File: config.mk
export PLATFORM = sky130hd
export DESIGN_NAME = json_string_escaper_utf8
export DESIGN_NICKNAME = d
export VERILOG_FILES = /design/src/rtl/jse_pkg.sv /design/src/rtl/jse_front.sv /design/src/rtl/jse_fifo.sv /design/src/rtl/jse_back.sv /design/src/rtl/json_string_escaper_utf8.sv
export VERILOG_INCLUDE_DIRS = /design/src /design/src/rtl
export SDC_FILE = /design/constraint.sdc
export NUM_CORES = 1
export LEC_CHECK = 0
export ABC_CLOCK_PERIOD_IN_PS = 4500
export BUFFER_PORTS_ARGS = -buffer_cell sky130_fd_sc_hd__buf_2
export CAP_MARGIN = 15
export CORE_MARGIN = 2
export CORE_UTILIZATION = 50
export DETAILED_ROUTE_END_ITERATION = 8
export MAX_ROUTING_LAYER = met4
export PLACE_DENSITY = 0.77
export SYNTH_ARGS = -nofsm -noshare
export SYNTH_HDL_FRONTEND = slang
export SYNTH_SLANG_ARGS = --single-unit
File: constraint.sdc
create_clock -name clock -period 4.5 [get_ports clock]
set_input_delay 0.45 -clock clock [delete_from_list [all_inputs] [get_ports clock]]
set_output_delay 0.45 -clock clock [all_outputs]
set_load 0.05 [all_outputs]
File: src/rtl/assert_macros.svh
// ----------------------------------------------------------------------------
// assert_macros.svh
// Assertion shorthands shared by the escaper modules.
// ----------------------------------------------------------------------------
`ifndef ASSERT_MACROS_SVH
`define ASSERT_MACROS_SVH

`ifndef SYNTHESIS

`define ASSERT_ALWAYS(label, clk, rst, expr) \
   label: assert property (@(posedge clk) disable iff (rst) (expr)) \
      else $error("assertion failed");

`define ASSERT_IMPLY(label, clk, rst, ante, cons) \
   label: assert property (@(posedge clk) disable iff (rst) (ante) |-> (cons)) \
      else $error("assertion failed");

`else

`define ASSERT_ALWAYS(label, clk, rst, expr)
`define ASSERT_IMPLY(label, clk, rst, ante, cons)

`endif

`endif

File: src/rtl/jse_pkg.sv
// ----------------------------------------------------------------------------
// jse_pkg
// Shared types and constants of the JSON string escaper.
// ----------------------------------------------------------------------------
`default_nettype none

package jse_pkg;

   localparam logic [1:0] CMD_BEGIN = 2'd0;
   localparam logic [1:0] CMD_DATA  = 2'd1;
   localparam logic [1:0] CMD_END   = 2'd2;

   localparam logic [2:0] KIND_NONE = 3'd0;
   localparam logic [2:0] KIND_CHAR = 3'd1;
   localparam logic [2:0] KIND_ESC2 = 3'd2;
   localparam logic [2:0] KIND_HEX1 = 3'd3;
   localparam logic [2:0] KIND_HEX2 = 3'd4;

   localparam logic [6:0] CH_QUOTE  = 7'h22;
   localparam logic [6:0] CH_BSLASH = 7'h5C;
   localparam logic [6:0] CH_U      = 7'h75;

   localparam int        MAX_CHARS = 12;
   localparam int        LEN_W     = 4;
   localparam int        HEX_CHARS = 6;

   localparam int        FIFO_DEPTH = 4;
   localparam int        FIFO_PTR_W = 2;
   localparam int        FIFO_CNT_W = 3;

   // one item's worth of output, as decided by the front end
   typedef struct packed {
      logic             flush_vld;
      logic [7:0]       flush_val;
      logic [2:0]       kind;
      logic [6:0]       ch;
      logic [15:0]      hex_a;
      logic [15:0]      hex_b;
      logic [LEN_W-1:0] len;
   } job_type;

endpackage

`default_nettype wire

File: src/rtl/jse_front.sv
// ----------------------------------------------------------------------------
// jse_front
// Accepts items, tracks UTF-8 decode state and builds at most one output job per item.
// ----------------------------------------------------------------------------
`default_nettype none
`include "assert_macros.svh"

module jse_front (
   input  wire logic             clock,
   input  wire logic             reset,
   input  wire logic             req_push,
   input  wire logic [1:0]       req_cmd,
   input  wire logic [7:0]       req_data_byte,
   input  wire logic             fifo_full,
   output jse_pkg::job_type      job,
   output logic                  job_push
);

   logic [20:0] pcp_ff, pcp_in;
   logic [1:0]  exp_ff, exp_in;
   logic [7:0]  lead_ff, lead_in;

   logic        accept;
   logic        pend;
   logic [20:0] pcp_next;
   logic [20:0] v;
   logic [3:0]  main_len;
   jse_pkg::job_type j;

   assign accept = req_push && !fifo_full;
   assign pend   = (exp_ff != 2'd0);
   assign pcp_next = {pcp_ff[14:0], req_data_byte[5:0]};
   assign v = pcp_next - 21'h10000;

   always_comb begin
      j           = '0;
      j.kind      = jse_pkg::KIND_NONE;
      j.flush_val = lead_ff;
      pcp_in      = pcp_ff;
      exp_in      = exp_ff;
      lead_in     = lead_ff;
      case (req_cmd)
         jse_pkg::CMD_BEGIN, jse_pkg::CMD_END: begin
            j.flush_vld = pend;
            j.kind      = jse_pkg::KIND_CHAR;
            j.ch        = jse_pkg::CH_QUOTE;
            pcp_in      = '0;
            exp_in      = 2'd0;
         end
         jse_pkg::CMD_DATA: begin
            if (pend && req_data_byte[7:6] == 2'b10) begin
               exp_in = exp_ff - 2'd1;
               if (exp_ff == 2'd1) begin
                  pcp_in = '0;
                  if (pcp_next[20:16] == 5'd0) begin
                     j.kind  = jse_pkg::KIND_HEX1;
                     j.hex_a = pcp_next[15:0];
                  end else begin
                     j.kind  = jse_pkg::KIND_HEX2;
                     j.hex_a = 16'hD800 + {5'd0, v[20:10]};
                     j.hex_b = 16'hDC00 + {6'd0, v[9:0]};
                  end
               end else begin
                  pcp_in = pcp_next;
               end
            end else begin
               j.flush_vld = pend;
               pcp_in      = '0;
               exp_in      = 2'd0;
               case (req_data_byte)
                  8'h22: begin j.kind = jse_pkg::KIND_ESC2; j.ch = jse_pkg::CH_QUOTE; end
                  8'h5C: begin j.kind = jse_pkg::KIND_ESC2; j.ch = jse_pkg::CH_BSLASH; end
                  8'h08: begin j.kind = jse_pkg::KIND_ESC2; j.ch = 7'h62; end
                  8'h0C: begin j.kind = jse_pkg::KIND_ESC2; j.ch = 7'h66; end
                  8'h0A: begin j.kind = jse_pkg::KIND_ESC2; j.ch = 7'h6E; end
                  8'h0D: begin j.kind = jse_pkg::KIND_ESC2; j.ch = 7'h72; end
                  8'h09: begin j.kind = jse_pkg::KIND_ESC2; j.ch = 7'h74; end
                  default: begin
                     if (req_data_byte < 8'h20) begin
                        j.kind  = jse_pkg::KIND_HEX1;
                        j.hex_a = {8'h00, req_data_byte};
                     end else if (req_data_byte < 8'h80) begin
                        j.kind = jse_pkg::KIND_CHAR;
                        j.ch   = req_data_byte[6:0];
                     end else if (req_data_byte[7:5] == 3'b110) begin
                        pcp_in  = {16'd0, req_data_byte[4:0]};
                        exp_in  = 2'd1;
                        lead_in = req_data_byte;
                     end else if (req_data_byte[7:4] == 4'b1110) begin
                        pcp_in  = {17'd0, req_data_byte[3:0]};
                        exp_in  = 2'd2;
                        lead_in = req_data_byte;
                     end else if (req_data_byte[7:3] == 5'b11110) begin
                        pcp_in  = {18'd0, req_data_byte[2:0]};
                        exp_in  = 2'd3;
                        lead_in = req_data_byte;
                     end else begin
                        j.kind  = jse_pkg::KIND_HEX1;
                        j.hex_a = {8'h00, req_data_byte};
                     end
                  end
               endcase
            end
         end
         default: begin
         end
      endcase

      case (j.kind)
         jse_pkg::KIND_CHAR: main_len = 4'd1;
         jse_pkg::KIND_ESC2: main_len = 4'd2;
         jse_pkg::KIND_HEX1: main_len = 4'd6;
         jse_pkg::KIND_HEX2: main_len = 4'd12;
         default:            main_len = 4'd0;
      endcase
      j.len = main_len + (j.flush_vld ? jse_pkg::LEN_W'(jse_pkg::HEX_CHARS) : 4'd0);
   end

   assign job      = j;
   assign job_push = accept && (j.len != 4'd0);

   always_ff @(posedge clock) begin
      if (reset) begin
         pcp_ff  <= '0;
         exp_ff  <= 2'd0;
         lead_ff <= '0;
      end else if (accept) begin
         pcp_ff  <= pcp_in;
         exp_ff  <= exp_in;
         lead_ff <= lead_in;
      end
   end

   `ASSERT_IMPLY(a_idle_clear, clock, reset, exp_ff == 2'd0, pcp_ff == 21'd0)
   `ASSERT_IMPLY(a_job_len, clock, reset, job_push, job.len <= jse_pkg::LEN_W'(jse_pkg::MAX_CHARS))

endmodule

`default_nettype wire

File: src/rtl/jse_fifo.sv
// ----------------------------------------------------------------------------
// jse_fifo
// Short job queue between the front end and the character serializer.
// ----------------------------------------------------------------------------
`default_nettype none
`include "assert_macros.svh"

module jse_fifo (
   input  wire logic             clock,
   input  wire logic             reset,
   input  wire logic             push,
   input  wire jse_pkg::job_type push_job,
   output logic                  full,
   output logic                  head_vld,
   output jse_pkg::job_type      head_job,
   input  wire logic             pop
);

   jse_pkg::job_type                   slot_ff [jse_pkg::FIFO_DEPTH];
   logic [jse_pkg::FIFO_PTR_W-1:0]     wr_ff, wr_in;
   logic [jse_pkg::FIFO_PTR_W-1:0]     rd_ff, rd_in;
   logic [jse_pkg::FIFO_CNT_W-1:0]     cnt_ff, cnt_in;
   logic                               do_push, do_pop;

   assign full     = (cnt_ff == jse_pkg::FIFO_CNT_W'(jse_pkg::FIFO_DEPTH));
   assign head_vld = (cnt_ff != '0);
   assign head_job = slot_ff[rd_ff];
   assign do_push  = push && !full;
   assign do_pop   = pop && head_vld;

   always_comb begin
      wr_in  = do_push ? wr_ff + jse_pkg::FIFO_PTR_W'(1'b1) : wr_ff;
      rd_in  = do_pop ? rd_ff + jse_pkg::FIFO_PTR_W'(1'b1) : rd_ff;
      cnt_in = cnt_ff + jse_pkg::FIFO_CNT_W'(do_push) - jse_pkg::FIFO_CNT_W'(do_pop);
   end

   always_ff @(posedge clock) begin
      if (reset) begin
         wr_ff  <= '0;
         rd_ff  <= '0;
         cnt_ff <= '0;
      end else begin
         wr_ff  <= wr_in;
         rd_ff  <= rd_in;
         cnt_ff <= cnt_in;
      end
   end

   always_ff @(posedge clock) begin
      if (do_push) begin
         slot_ff[wr_ff] <= push_job;
      end
   end

   `ASSERT_ALWAYS(a_cnt_range, clock, reset, cnt_ff <= jse_pkg::FIFO_CNT_W'(jse_pkg::FIFO_DEPTH))
   `ASSERT_ALWAYS(a_no_overflow, clock, reset, !(push && full))

endmodule

`default_nettype wire

File: src/rtl/jse_back.sv
// ----------------------------------------------------------------------------
// jse_back
// Expands queued jobs into characters, one per cycle while rsp_pop keeps up, into the output register.
// ----------------------------------------------------------------------------
`default_nettype none
`include "assert_macros.svh"

module jse_back (
   input  wire logic             clock,
   input  wire logic             reset,
   input  wire logic             head_vld,
   input  wire jse_pkg::job_type head_job,
   output logic                  head_pop,
   output logic                  rsp_empty,
   input  wire logic             rsp_pop,
   output logic [6:0]            rsp_out_char,
   output logic                  rsp_last
);

   logic [jse_pkg::LEN_W-1:0] idx_ff, idx_in;
   logic                      vld_ff, vld_in;
   logic [6:0]                char_ff, char_in;
   logic                      last_ff, last_in;
   logic                      load;
   logic [jse_pkg::LEN_W-1:0] rel;

   function automatic logic [6:0] hex_digit(input logic [3:0] d);
      hex_digit = (d < 4'd10) ? (7'h30 + {3'd0, d}) : (7'h57 + {3'd0, d});
   endfunction

   // k-th character of a \uXXXX group
   function automatic logic [6:0] hex_group(input logic [15:0] v,
                                           input logic [jse_pkg::LEN_W-1:0] k);
      case (k)
         4'd0:    hex_group = jse_pkg::CH_BSLASH;
         4'd1:    hex_group = jse_pkg::CH_U;
         4'd2:    hex_group = hex_digit(v[15:12]);
         4'd3:    hex_group = hex_digit(v[11:8]);
         4'd4:    hex_group = hex_digit(v[7:4]);
         default: hex_group = hex_digit(v[3:0]);
      endcase
   endfunction

   assign load = head_vld && (!vld_ff || rsp_pop);
   assign rel  = head_job.flush_vld ? (idx_ff - 4'd6) : idx_ff;

   always_comb begin
      if (head_job.flush_vld && idx_ff < 4'd6) begin
         char_in = hex_group({8'h00, head_job.flush_val}, idx_ff);
      end else begin
         case (head_job.kind)
            jse_pkg::KIND_ESC2: char_in = (rel == 4'd0) ? jse_pkg::CH_BSLASH : head_job.ch;
            jse_pkg::KIND_HEX1: char_in = hex_group(head_job.hex_a, rel);
            jse_pkg::KIND_HEX2: char_in = (rel < 4'd6) ? hex_group(head_job.hex_a, rel)
                                                       : hex_group(head_job.hex_b, rel - 4'd6);
            default:            char_in = head_job.ch;
         endcase
      end
      last_in  = (idx_ff == head_job.len - 4'd1);
      head_pop = load && last_in;
      idx_in   = load ? (last_in ? '0 : idx_ff + 4'd1) : idx_ff;
      vld_in   = load ? 1'b1 : (rsp_pop ? 1'b0 : vld_ff);
   end

   always_ff @(posedge clock) begin
      if (reset) begin
         idx_ff <= '0;
         vld_ff <= 1'b0;
      end else begin
         idx_ff <= idx_in;
         vld_ff <= vld_in;
      end
   end

   always_ff @(posedge clock) begin
      if (load) begin
         char_ff <= char_in;
         last_ff <= last_in;
      end
   end

   assign rsp_empty    = !vld_ff;
   assign rsp_out_char = char_ff;
   assign rsp_last     = last_ff;

   `ASSERT_ALWAYS(a_idx_range, clock, reset, idx_ff < 4'd12)
   `ASSERT_IMPLY(a_idx_idle, clock, reset, !head_vld, idx_ff == 4'd0)

endmodule

`default_nettype wire

File: src/rtl/json_string_escaper_utf8.sv
// ----------------------------------------------------------------------------
// json_string_escaper_utf8
// UTF-8 byte stream to ASCII JSON string literal, one character per item out.
// ----------------------------------------------------------------------------
//   channel   ports                         handshake
//   request   req_cmd, req_data_byte        req_push / req_full
//   response  rsp_out_char, rsp_last        rsp_empty / rsp_pop
//
// An input item is taken whenever the 4-entry job queue has room.
// The serializer emits one character per cycle while rsp_pop keeps up, so an
// item expands to 0 to 12 output characters; with rsp_pop held high, plain ASCII runs at
// one item per cycle. The first character passes through the job queue and
// then the output register before it reaches the result ports.
// Synchronous reset clears decode state, queue pointers and the output valid flag.
// ----------------------------------------------------------------------------
`default_nettype none

module json_string_escaper_utf8 (
   input  wire logic        clock,
   input  wire logic        reset,
   input  wire logic        req_push,
   output logic             req_full,
   input  wire logic [1:0]  req_cmd,
   input  wire logic [7:0]  req_data_byte,
   output logic             rsp_empty,
   input  wire logic        rsp_pop,
   output logic [6:0]       rsp_out_char,
   output logic             rsp_last
);

   jse_pkg::job_type push_job, head_job;
   logic             job_push, fifo_full, head_vld, head_pop;

   assign req_full = fifo_full;

   jse_front u_front (
      .clock         (clock),
      .reset         (reset),
      .req_push      (req_push),
      .req_cmd       (req_cmd),
      .req_data_byte (req_data_byte),
      .fifo_full     (fifo_full),
      .job           (push_job),
      .job_push      (job_push)
   );

   jse_fifo u_fifo (
      .clock    (clock),
      .reset    (reset),
      .push     (job_push),
      .push_job (push_job),
      .full     (fifo_full),
      .head_vld (head_vld),
      .head_job (head_job),
      .pop      (head_pop)
   );

   jse_back u_back (
      .clock        (clock),
      .reset        (reset),
      .head_vld     (head_vld),
      .head_job     (head_job),
      .head_pop     (head_pop),
      .rsp_empty    (rsp_empty),
      .rsp_pop      (rsp_pop),
      .rsp_out_char (rsp_out_char),
      .rsp_last     (rsp_last)
   );

endmodule

`default_nettype wire
After elaboration in Yosys (flattened, before gate mapping)
Memories as Yosys holds them, arrays and structs flattened. A register that Yosys moved wholly into a read port is not among the register bits. Index checks and enable logic that the tools add are counted. W data, S select, Z words.

ROM bits: 0. Logic and storage cells: 198. Latch bits: 0. Memories kept: 1. Flip-flop bits (word level): 45. Output and inout bits: 10. Memory bits (writable): 220.

Memory list: u_fifo.slot_ff (depth 4, width 55, read ports 1, clocked after memory_dff 1, write ports 1, RTL line jse_fifo.sv:19) `jse_pkg::job_type slot_ff [jse_pkg::FIFO_DEPTH];`.

Divide/modulo/power cells: 0. Magnitude comparators: 14. Shifts and indexed selects: 0. Muxes and demuxes: 74. Equal/unequal tests: 35. Add/subtract/negate cells: 33. Bitwise operators: 4. Reductions and logical operators: 27. Multipliers: 0.

Operator list (count): $mux W16 (9); $mux W7 (16); $mux W15 (7); $add A6 B4 Y7 const A (10); $add A7 B4 Y7 const A (10); $pmux W10 S7 (1); $pmux W7 S5 (2); $mux W32 (2); $eq A8 B4 Y1 const B (5); $lt A4 B4 Y1 const B (10); $mux W8 (4); $pmux W15 S2 (1); $pmux W7 S4 (1); $eq A4 B2 Y1 const B (6); $mux W3 (8); $mux W2 (11); $pmux W7 S3 (1); $sub A21 B17 Y21 const B (1); $pmux W10 S2 (1); $add A15 B11 Y16 const A (1); $add A15 B12 Y16 const A (1); $pmux W4 S4 (1); $eq A3 B2 Y1 const B (4); $eq A3 B3 Y1 const B (4); 39 further kinds (70).

Depth between registers and ports, before layout
Gate-level depths: netlist (run 1).

Depth in word-level cells: 17. Mapped depth: 18. Mapped depth without buffers: 18.

Cells and area by module
From an unflattened synthesis (run 1), not the netlist that was laid out.

Cell total of the unflattened synthesis: 956. Area, all modules: 12839.8 um^2.

By module, submodules not included: jse_fifo (cells an instance 336, instances 1, area each 8476.9 um^2); jse_back (cells an instance 368, instances 1, area each 2499.9 um^2); jse_front (cells an instance 252, instances 1, area each 1863.0 um^2).

Least setup slack after synthesis (run 1)
Ideal clock, no wire load.

Path type: input to register. Start point: input req_data_byte[5]. End point: memory u_fifo.slot_ff[0][0] (netlist name) (enable). Data arrival time: 4.213 ns. Stages on the path: 12. Library setup time: 0.413 ns. Path buffers: 1. Path slack: -0.126 ns. Required time: 4.087 ns. Cells stage by stage: clkbuf_1 > nor4b_1 > nand4_1 > a21o_1 > a31oi_1 > nor2b_1 > or2_2 > fa_1 > xor2_1 > o31ai_1 > o31ai_1 > and2_1.

RTL lines: start: declaration (RTL line json_string_escaper_utf8.sv:24) `input wire logic [7:0] req_data_byte,`; end: declaration (RTL line jse_fifo.sv:19).

==> impl_metrics.yaml, run 1 <==
status:
  status: "completed"
floorplanning:
  rows: 56
  start_util: 0.507
  core-area_um2: 23300
  chipHeight_um: 158
  die_width_um: 158
  ios: 24
  die_area_um2: 24900
critical_path:
  start_kind: "flip-flop"
  worstPathArrival_ns: 4.32
  path_delay_family: "simple AND/OR/NAND/NOR gates"
  crit_required_ns: 4.71
  path_class: "reg2reg"
  cpMostUsedCell: "o31ai_1"
  critical_path.max_stage_delay_ns: 0.42
  cp_slowest_cell: "fa_1"
  path_cells: "inv_1 > ha_1 > nor3b_1 > nor2_1 > a31oi_1 > nor2b_1 > or2_2 > fa_1 > xor2_1 > o31ai_1 > o31ai_1 > buf_4 > and2_2 > buf_12"
  crit_path_end_kind: "flip-flop"
  crit_buf_inv: 3
  path_max_fanout: 40
global_routing:
  gr-usage-all-layers: 0.230
  antenna_found_initial: 1
  grt_pass1_wl_um: 41800
  grt_max_degree: 51
  grt_pass1_vias: 7496
  overflow: 0
synthesis:
  synth_area_per_cell_um2: 13.3
  synth_edf_count: 208
  ys_types: 70
  syn_nets: 932
  synthFlopType: "edfxtp_1"
  synth_area_um2: 11800
  ys_ff_latch: 247
  synthArstFlopShare: 0
  synth_cells: 889
  synth_warnings: 0
  yosysSeqAreaShare: 0.594
place:
  routabilityCongestion: 0.922
  hpwlAfterDp_um: 18800
  io_buffers: 23
clock_network:
  root_buffer: "clkbuf_16"
  post_cts_buffers: 0
  clk_pin_slew_ns: 0.07
  cts_tree: "yes"
  postCtsHoldBufs: 0
  post_cts_resized: 0
  cts_max_level: 1
  cts_sinks: 247
  clock_latency_ns: 0.55
  cts_buffers: 26
  clock_path_buffers: 3
timing:
  worst_hold_slack_ns: 0.193
  finClkSkew_ns: 0.0287
  period_minus_slack_ns: 4.11
  finalCritPeriodShare: 0.913
  rsz0062_at_grt: "no"
  drv_slew: 0
  max_slew_margin: 0.287
  tightest_slew_ns: 1.07
  fmax_ghz: 0.243
  hold_viol_final: 0
  fin_setup_tns_ns: 0
  setup_violations: 0
power:
  comb_power_share: 0.258
  p_sw_mw: 2.02
  seqPwrFrac: 0.430
  powerDensity_nw_per_um2: 491
  clockPowerShare: 0.312
  vdd_ir_drop_max_mv: 0.279
  p_leak_nw: 4.51
  intPower_mw: 4.48
  p_sw_frac: 0.311
routing:
  vias: 7676
  viasPerCell: 6.09
  routedWlPerCell_um: 21.4
  drt-total-wl_um: 27000
  drt_iter0_drc: 759
  detail-route-antenna-nets: 0
  drc: 0
  drt_first_pass_iters: 5
min_path:
  hold_class: "in2reg"
layout:
  final_util: 0.568
  layout-drive-gt1-share: 0.166
  area_growth_pct: 11.9
  fin_nets: 966
  fillers: 1860
job:
  drv_cap: 0
==> synth_stat cells (13+ instances only) <==
cell,instances,area share
edfxtp_1,208,0.53
nor2_1,74,0.023
inv_1,49,0.016
mux4_2,49,0.093
a21oi_1,45,0.019
dfxtp_1,39,0.066
nand2_1,39,0.012
o21ai_0,31,0.013
ha_1,27,0.029
clkbuf_1,26,0.0082
and2_1,16,0.0085
xnor2_1,16,0.012
nor3_1,14,0.0059
a22oi_1,13,0.0082
nand2b_1,13,0.0069
nor2b_1,13,0.0069
==> layout make-up <==
class	count	area, µm²	area share
clock buffer	27	654	0.0494
antenna	1	2.50	0.000189
multi-input combinational	550	4450	0.336
timing repair buffer	48	365	0.0276
clock inverter	18	151	0.0114
tap	319	399	0.0301
inverter	50	188	0.0142
sequential	247	7030	0.531
==> through the flow <==
step / std cells / setup slack, ns / area, µm² / total power [mW]
floorplan: 889 / 0.387 / 11800 / 4.04
global placement: 1214 / 0.407 / 12400 / 4.48
detailed placement: 1214 / 0.237 / 12400 / 4.51
CTS: 1259 / 0.393 / 13200 / 6.52
global route: 1260 / 0.129 / 13200 / 6.79
finish: 1260 / 0.392 / 13200 / 6.50
==> tightest hold or removal path: cells and delay by family <==
| kind | cells | cell delay (ns) |
|---|---|---|
| and+or+nand+nor | 1 | 0.09 |
| buffers and inverters | 1 | 0.08 |
| AOI/OAI and AO/OA | 1 | 0.05 |
==> logic make-up (layout without fill, tap and decap cells) <==
logic type                 count (synthesis)  in the layout  synth area share
DFF                                      247            247             0.594
xor gates and xnor gates                  24             24            0.0178
adders and majority gates                 29             29            0.0319
other                                      0              1                 0
buffers and inverters                     92            143            0.0314
muxes                                     64             64             0.106
and+or+nand+nor                          235            235             0.104
AOI/OAI and AO/OA                        198            198             0.115
==> power by group through the flow <==
stage / Combinational (mW) / Sequential (mW) / Clock (mW)
2_1_floorplan: 1.10 / 2.94 / 0
3_3_place_gp: 1.64 / 2.83 / 0
3_5_place_dp: 1.66 / 2.84 / 0
4_1_cts: 1.67 / 2.80 / 2.05
5_1_grt: 1.84 / 2.82 / 2.13
6_report: 1.68 / 2.80 / 2.03
==> layout by cell type (no fill, tap or decap), types with 11 or more instances in the layout <==
cell type / netlist / final
a21oi_1: 45 / 45
a22oi_1: 13 / 13
a31oi_1: 11 / 11
and2_1: 16 / 12
buf_2: 12 / 23
buf_4: 1 / 20
clkbuf_16: 0 / 26
clkinv_1: 1 / 11
dfxtp_1: 39 / 37
edfxtp_1: 208 / 208
ha_1: 27 / 27
inv_1: 49 / 49
mux4_2: 49 / 49
nand2_1: 39 / 39
nand2b_1: 13 / 13
nand3_1: 12 / 12
nor2_1: 74 / 74
nor2b_1: 13 / 13
nor3_1: 14 / 14
o21ai_0: 31 / 31
xnor2_1: 16 / 16
==> layer usage <==
layer / part of all wire / GRT usage
met4: 0.030 / 0.0736
met2: 0.46 / 0.352
met1: 0.44 / 0.320
met5: 0 / -
met3: 0.065 / 0.0334
==> state kept, by name, summed over array words and instances, names as in the netlist, named ones only <==
| name | cells |
|---|---|
| u_front.lead_ff | 8 |
| u_fifo.slot_ff | 200 |
| u_fifo.rd_ff | 2 |
| u_front.exp_ff | 2 |
| u_front.pcp_ff | 15 |
| u_fifo.cnt_ff | 3 |
| u_back.vld_ff | 1 |
| u_fifo.wr_ff | 2 |
| u_back.idx_ff | 4 |
| u_back.rsp_out_char | 7 |
| u_back.rsp_last | 1 |
==> final timing paths <==
kind                                                startpoint                         endpoint  slack, ns  depth (start not counted)
worst min-delay path                                   rsp_pop       u_back.vld_ff$_SDFFE_PP0P_       0.19                          3
worst max register to register  u_front.exp_ff[0]$_SDFFE_PP0P_  u_fifo.slot_ff[2][52]$_DFFE_PP_       0.39                         14
worst max-delay path            u_front.exp_ff[0]$_SDFFE_PP0P_  u_fifo.slot_ff[2][52]$_DFFE_PP_       0.39                         14
worst min register to register      u_back.vld_ff$_SDFFE_PP0P_       u_back.vld_ff$_SDFFE_PP0P_       0.47                          2
(Power assumes the default switching activity.)
==> run 2: changes to the inputs <==
PLACE_DENSITY = 0.78   (was 0.77)
==> run 2 against run 1 <==
Against the previous run:
- wire length up 2.2%
- hold slack improved by 0.0074 ns
- clock skew shrank 0.017 ns
- critical endpoint is now u_fifo.cnt_ff[2]$_SDFF_PP0_
- sequential power about the same
- combinational power barely moved
- global-route usage rose by 0.40 points
- count of clock-buffer cells in the layout increased by 6
- sequential cell count did not move
- largest cell class unchanged
- clock power about the same
- utilization about the same
- critical path type unchanged
==> impl_metrics.yaml, run 2 (synthesis gave the netlist of run 1 again) <==
timing:
  tightest_slew_ns: 1.02
  setup_violations: 0
  period_minus_slack_ns: 4.16
  hold_viol_final: 0
  finalCritPeriodShare: 0.925
  drv_slew: 0
  rsz0062_at_grt: "no"
  finClkSkew_ns: 0.0122
  fin_ws_ns: 0.338
  max_slew_margin: 0.319
  worst_hold_slack_ns: 0.200
  fin_setup_tns_ns: 0
  fmax_ghz: 0.240
place:
  io_buffers: 23
  routabilityCongestion: 0.938
  hpwlAfterDp_um: 18900
  pre_cts_slack_ns: 0.172
critical_path:
  r2r-start: "u_front.exp_ff[0]$_SDFFE_PP0P_"
  path_delay_family: "adder cells"
  path_cells: "inv_1 > ha_1 > or3b_2 > a21oi_1 > a211oi_1 > nor2b_1 > or2_2 > fa_1 > xor2_1 > o31ai_1 > o31ai_1 > ha_1 > inv_1 > fa_1 > xor2_1 > xnor2_1 > nor2_1"
  path_class: "reg2reg"
  cp_slowest_cell: "or3b_2"
  regToRegEndpoint: "u_fifo.cnt_ff[2]$_SDFF_PP0_"
  crit_required_ns: 4.88
  start_kind: "flip-flop"
  r2r_slack_ns: 0.34
  crit_buf_inv: 2
  critical_path.max_stage_delay_ns: 0.53
  crit_path_end_kind: "flip-flop"
  path_max_fanout: 7
  r2r_cells: 17
  worstPathArrival_ns: 4.54
routing:
  detail-route-antenna-nets: 0
  drt_iter0_drc: 607
  vias: 7717
  drt_first_pass_iters: 5
  drt-total-wl_um: 27600
  drc: 0
  routedWlPerCell_um: 21.9
  viasPerCell: 6.11
clock_network:
  post_cts_buffers: 0
  cts_tree: "yes"
  cts_buffers: 25
  cts_sinks: 247
  clock_latency_ns: 0.52
  root_buffer: "clkbuf_16"
  cts_max_level: 1
  clock_path_buffers: 3
  post_cts_resized: 0
  clk_pin_slew_ns: 0.06
  postCtsHoldBufs: 0
layout:
  largest_reg_flops: 200
  final_common_cell: "edfxtp_1"
  area_growth_pct: 11.8
  fin_nets: 968
  diodes: 0
  reg_top3: "u_fifo.slot_ff (200), u_front.pcp_ff (15), u_front.lead_ff (8)"
  layout_common_cells: "edfxtp_1, nor2_1, inv_1, mux4_2, a21oi_1"
  layout-drive-gt1-share: 0.170
  fillers: 1820
  regMostFlops: "u_fifo.slot_ff"
power:
  p_leak_nw: 4.53
  vdd_ir_drop_max_mv: 0.315
  powerDensity_nw_per_um2: 490
floorplanning:
  core-area_um2: 23300
  ios: 24
  chipHeight_um: 158
  rows: 56
  start_util: 0.507
  die_width_um: 158
  die_area_um2: 24900
job:
  drv_cap: 0
global_routing:
  grt_pass1_vias: 7504
  antenna_found_initial: 0
  grt_pass1_wl_um: 42500
  overflow: 0
  grt_max_degree: 45
  gr-usage-all-layers: 0.234
min_path:
  hold_depth: 3
  hold_end: "u_back.vld_ff$_SDFFE_PP0P_"
  hold_class: "in2reg"
  min_from: "rsp_pop"
status:
  status: "completed"
run 2: how the worst max path moves through the flow:
| stage | start | endpoint | slack, ns | cells after the start |
|---|---|---|---|---|
| after global placement | req_data_byte[1] | u_fifo.cnt_ff[2]$_SDFF_PP0_ | 0.31 | 17 |
| after global routing | u_front.exp_ff[0]$_SDFFE_PP0P_ | u_fifo.cnt_ff[2]$_SDFF_PP0_ | 0.07 | 17 |
| after floorplan | req_data_byte[5] | u_fifo.slot_ff[1][0]$_DFFE_PP_ | 0.39 | 12 |
| after CTS | u_front.exp_ff[0]$_SDFFE_PP0P_ | u_fifo.cnt_ff[2]$_SDFF_PP0_ | 0.32 | 17 |
| after detailed placement | req_data_byte[1] | u_fifo.cnt_ff[2]$_SDFF_PP0_ | 0.17 | 17 |
| final | u_front.exp_ff[0]$_SDFFE_PP0P_ | u_fifo.cnt_ff[2]$_SDFF_PP0_ | 0.34 | 17 |
run 2: worst reg2reg max path, stage by stage, from the launching register on:
cell and delay (ns):
dfxtp_1 0.38, inv_1 0.06, ha_1 0.26, or3b_2 0.53, a21oi_1 0.22, a211oi_1 0.10, nor2b_1 0.17, or2_2 0.30
fa_1 0.41, xor2_1 0.22, o31ai_1 0.09, o31ai_1 0.24, ha_1 0.27, inv_1 0.05, fa_1 0.38, xor2_1 0.17
xnor2_1 0.13, nor2_1 0.06
run 2: cell type report:
cell class | instances | area (µm²) | area share
Clock inverter | 12 | 111 | 0.00841
Clock buffer | 33 | 676 | 0.0510
Multi-Input combinational cell | 550 | 4460 | 0.337
Inverter | 50 | 188 | 0.0142
Timing Repair Buffer | 51 | 375 | 0.0284
Tap cell | 319 | 399 | 0.0302
Sequential cell | 247 | 7030 | 0.531
run 2: metrics by stage:
step           utilization  cells  cell area, µm²  power (mW)
5_1_grt              0.567   1262           13200        6.76
3_5_place_dp         0.533   1217           12400        4.51
2_1_floorplan            -    889           11800        4.04
3_3_place_gp         0.533   1217           12400        4.48
6_report             0.567   1262           13200        6.49
4_1_cts              0.567   1262           13200        6.51
run 2: report_power, final:
| group | switching, mW | internal [mW] | leakage (nW) |
|---|---|---|---|
| Clock | 0.835 | 1.17 | 0.386 |
| Sequential | 0.0897 | 2.71 | 2.30 |
| Combinational | 1.08 | 0.603 | 1.84 |
| Total | 2.01 | 4.48 | 4.53 |
run 2: metal layers:
| layer | track usage | vias up | wire (µm) |
|---|---|---|---|
| li1 | - | 3530 | - |
| met1 | 0.323 | 3829 | 12000 |
| met2 | 0.364 | 310 | 13100 |
| met3 | 0.0312 | 48 | 1880 |
| met4 | 0.0714 | 0 | 715 |
| met5 | - | - | 0 |
==> run 3: changes to the inputs <==
CORE_ASPECT_RATIO = 2   (was default)
==> run 3 against run 2 <==
Against the previous run:
- maximum frequency rose by 1.9%
- critical path type unchanged
- non-clock buffer count fell by 1
- critical endpoint is now u_back.rsp_out_char[0]$_DFFE_PP_
- sequential power barely moved
- worst setup slack improved by 0.079 ns
- sequential cell count did not move
==> impl_metrics.yaml, run 3 (synthesis gave the netlist of run 1 again) <==
status:
  status: "completed"
timing:
  finClkSkew_ns: 0.0129
  setup_violations: 0
  rsz0062_at_grt: "no"
  hold_viol_final: 0
  drv_slew: 0
  max_slew_margin: 0.309
  finalCritPeriodShare: 0.907
  tightest_slew_ns: 1.03
  fin_setup_tns_ns: 0
  period_minus_slack_ns: 4.08
  fmax_ghz: 0.245
critical_path:
  start_kind: "flip-flop"
  r2r_cells: 11
  cp_slowest_cell: "mux4_2"
  crit_path_end_kind: "flip-flop"
  critical_path.max_stage_delay_ns: 0.69
  path_cells: "mux4_2 > xnor2_1 > inv_1 > ha_1 > xor2_1 > a21oi_1 > a2111oi_0 > buf_4 > nor2_1 > o21ai_0 > a41oi_1"
  path_max_fanout: 11
  crit_required_ns: 4.73
  worstPathArrival_ns: 4.31
  path_class: "reg2reg"
place:
  hpwlAfterDp_um: 21000
  routabilityCongestion: 1.06
  dpl-instance-area_um2: 12400
  io_buffers: 23
clock_network:
  cts_tree: "yes"
  clk_pin_slew_ns: 0.07
  post_cts_buffers: 0
  cts_max_level: 1
  clock_path_buffers: 3
  root_buffer: "clkbuf_16"
  clock_latency_ns: 0.52
  cts_buffers: 21
  cts_sinks: 247
global_routing:
  grt_pass1_vias: 7830
  grt_pass1_wl_um: 45900
  antenna_found_initial: 0
  gr-usage-all-layers: 0.247
  overflow: 0
  grt_max_degree: 47
layout:
  final_common_cell: "edfxtp_1"
  largest_reg_flops: 200
  diodes: 0
  design_area_um2: 13000
  fin_nets: 963
  layout_common_cells: "edfxtp_1, nor2_1, inv_1, mux4_2, a21oi_1"
  area_growth_pct: 10.2
  regMostFlops: "u_fifo.slot_ff"
  reg_top3: "u_fifo.slot_ff (200), u_front.pcp_ff (15), u_front.lead_ff (8)"
  layout-drive-gt1-share: 0.168
power:
  vdd_ir_drop_max_mv: 0.400
  finalPower_mw: 6.32
  p_leak_nw: 4.46
  powerDensity_nw_per_um2: 484
routing:
  vias: 7789
  detail-route-antenna-nets: 0
  drc: 0
  drt-total-wl_um: 29700
  viasPerCell: 6.40
  drt_iter0_drc: 595
  drt_first_pass_iters: 6
  routedWlPerCell_um: 24.4
job:
  drv_cap: 0
floorplanning:
  start_util: 0.510
  die_area_um2: 25000
  rows: 79
  ios: 24
  chipHeight_um: 222
  die_width_um: 113
  core-area_um2: 23200
min_path:
  hold_depth: 3
  hold_class: "in2reg"
## run 3: cell types whose count changed in the layout (fill, tap and decap cells not counted)
cell	delta
clkinv_2	+1
clkbuf_8	-2
clkbuf_1	-5
buf_12	-2
buf_4	+1
clkinvlp_4	+1
clkbuf_16	-4
clkinv_1	-1
clkinv_4	+1
inv_8	+1
## run 3: metal layers
metal / up-vias / share of wire / global-route usage
met2: 345 / 0.55 / 0.444
met1: 3837 / 0.33 / 0.258
met5: - / 0 / -
met4: 0 / 0.068 / 0.145
met3: 110 / 0.047 / 0.0243
li1: 3497 / - / -
## run 3: report_power, final
| part | switching, mW | internal [mW] | total (mW) |
|---|---|---|---|
| Combinational | 1.14 | 0.605 | 1.74 |
| Sequential | 0.0828 | 2.71 | 2.79 |
| Clock | 0.804 | 0.981 | 1.79 |
| Total | 2.02 | 4.29 | 6.32 |
## run 3: stage by stage
| step | hold slack [ns] | std cells | util | worst slack (ns) |
|---|---|---|---|---|
| floorplan | 0.445 | 889 | - | 0.387 |
| global placement | 0.455 | 1180 | 0.532 | 0.320 |
| detailed placement | 0.467 | 1180 | 0.532 | 0.229 |
| CTS | 0.211 | 1217 | 0.561 | 0.359 |
| global route | 0.231 | 1217 | 0.561 | 0.103 |
| finish | 0.216 | 1217 | 0.561 | 0.417 |
## run 3: repair_timing
action / 4_1_cts / 5_1_grt
hold buffers: 0 / 0
setup endpoints to repair: 0 / 1
endpoints found under the hold margin: 0 / 0
gates resized for setup: 0 / 1
## run 3: final cells by class
class,instances,area [µm²]
sequential,247,7030
tap,283,354
fill,1765,10200
clock buffer,22,529
clock inverter,15,140
multi-input combinational,550,4460
timing repair buffer,50,343
inverter,50,188
## run 3: path summary, 6_finish.rpt
check	slack, ns	end	start
setup reg to reg	0.42	u_back.rsp_out_char[0]$_DFFE_PP_	flip-flop
setup / recovery	0.42	u_back.rsp_out_char[0]$_DFFE_PP_	flip-flop
hold reg to reg	0.48	u_back.vld_ff$_SDFFE_PP0P_	u_back.vld_ff$_SDFFE_PP0P_
hold / removal	0.22	u_back.vld_ff$_SDFFE_PP0P_	rsp_pop
## run 3: worst max-delay path, delay by kind of cell (launching register included)
family,cells,cell delay (ns)
flops,1,0.49
compound gates,4,1.09
xor+xnor,2,0.79
mux,1,0.69
simple gates,1,0.04
fa+ha+maj,1,0.28
buf+inv,2,0.41
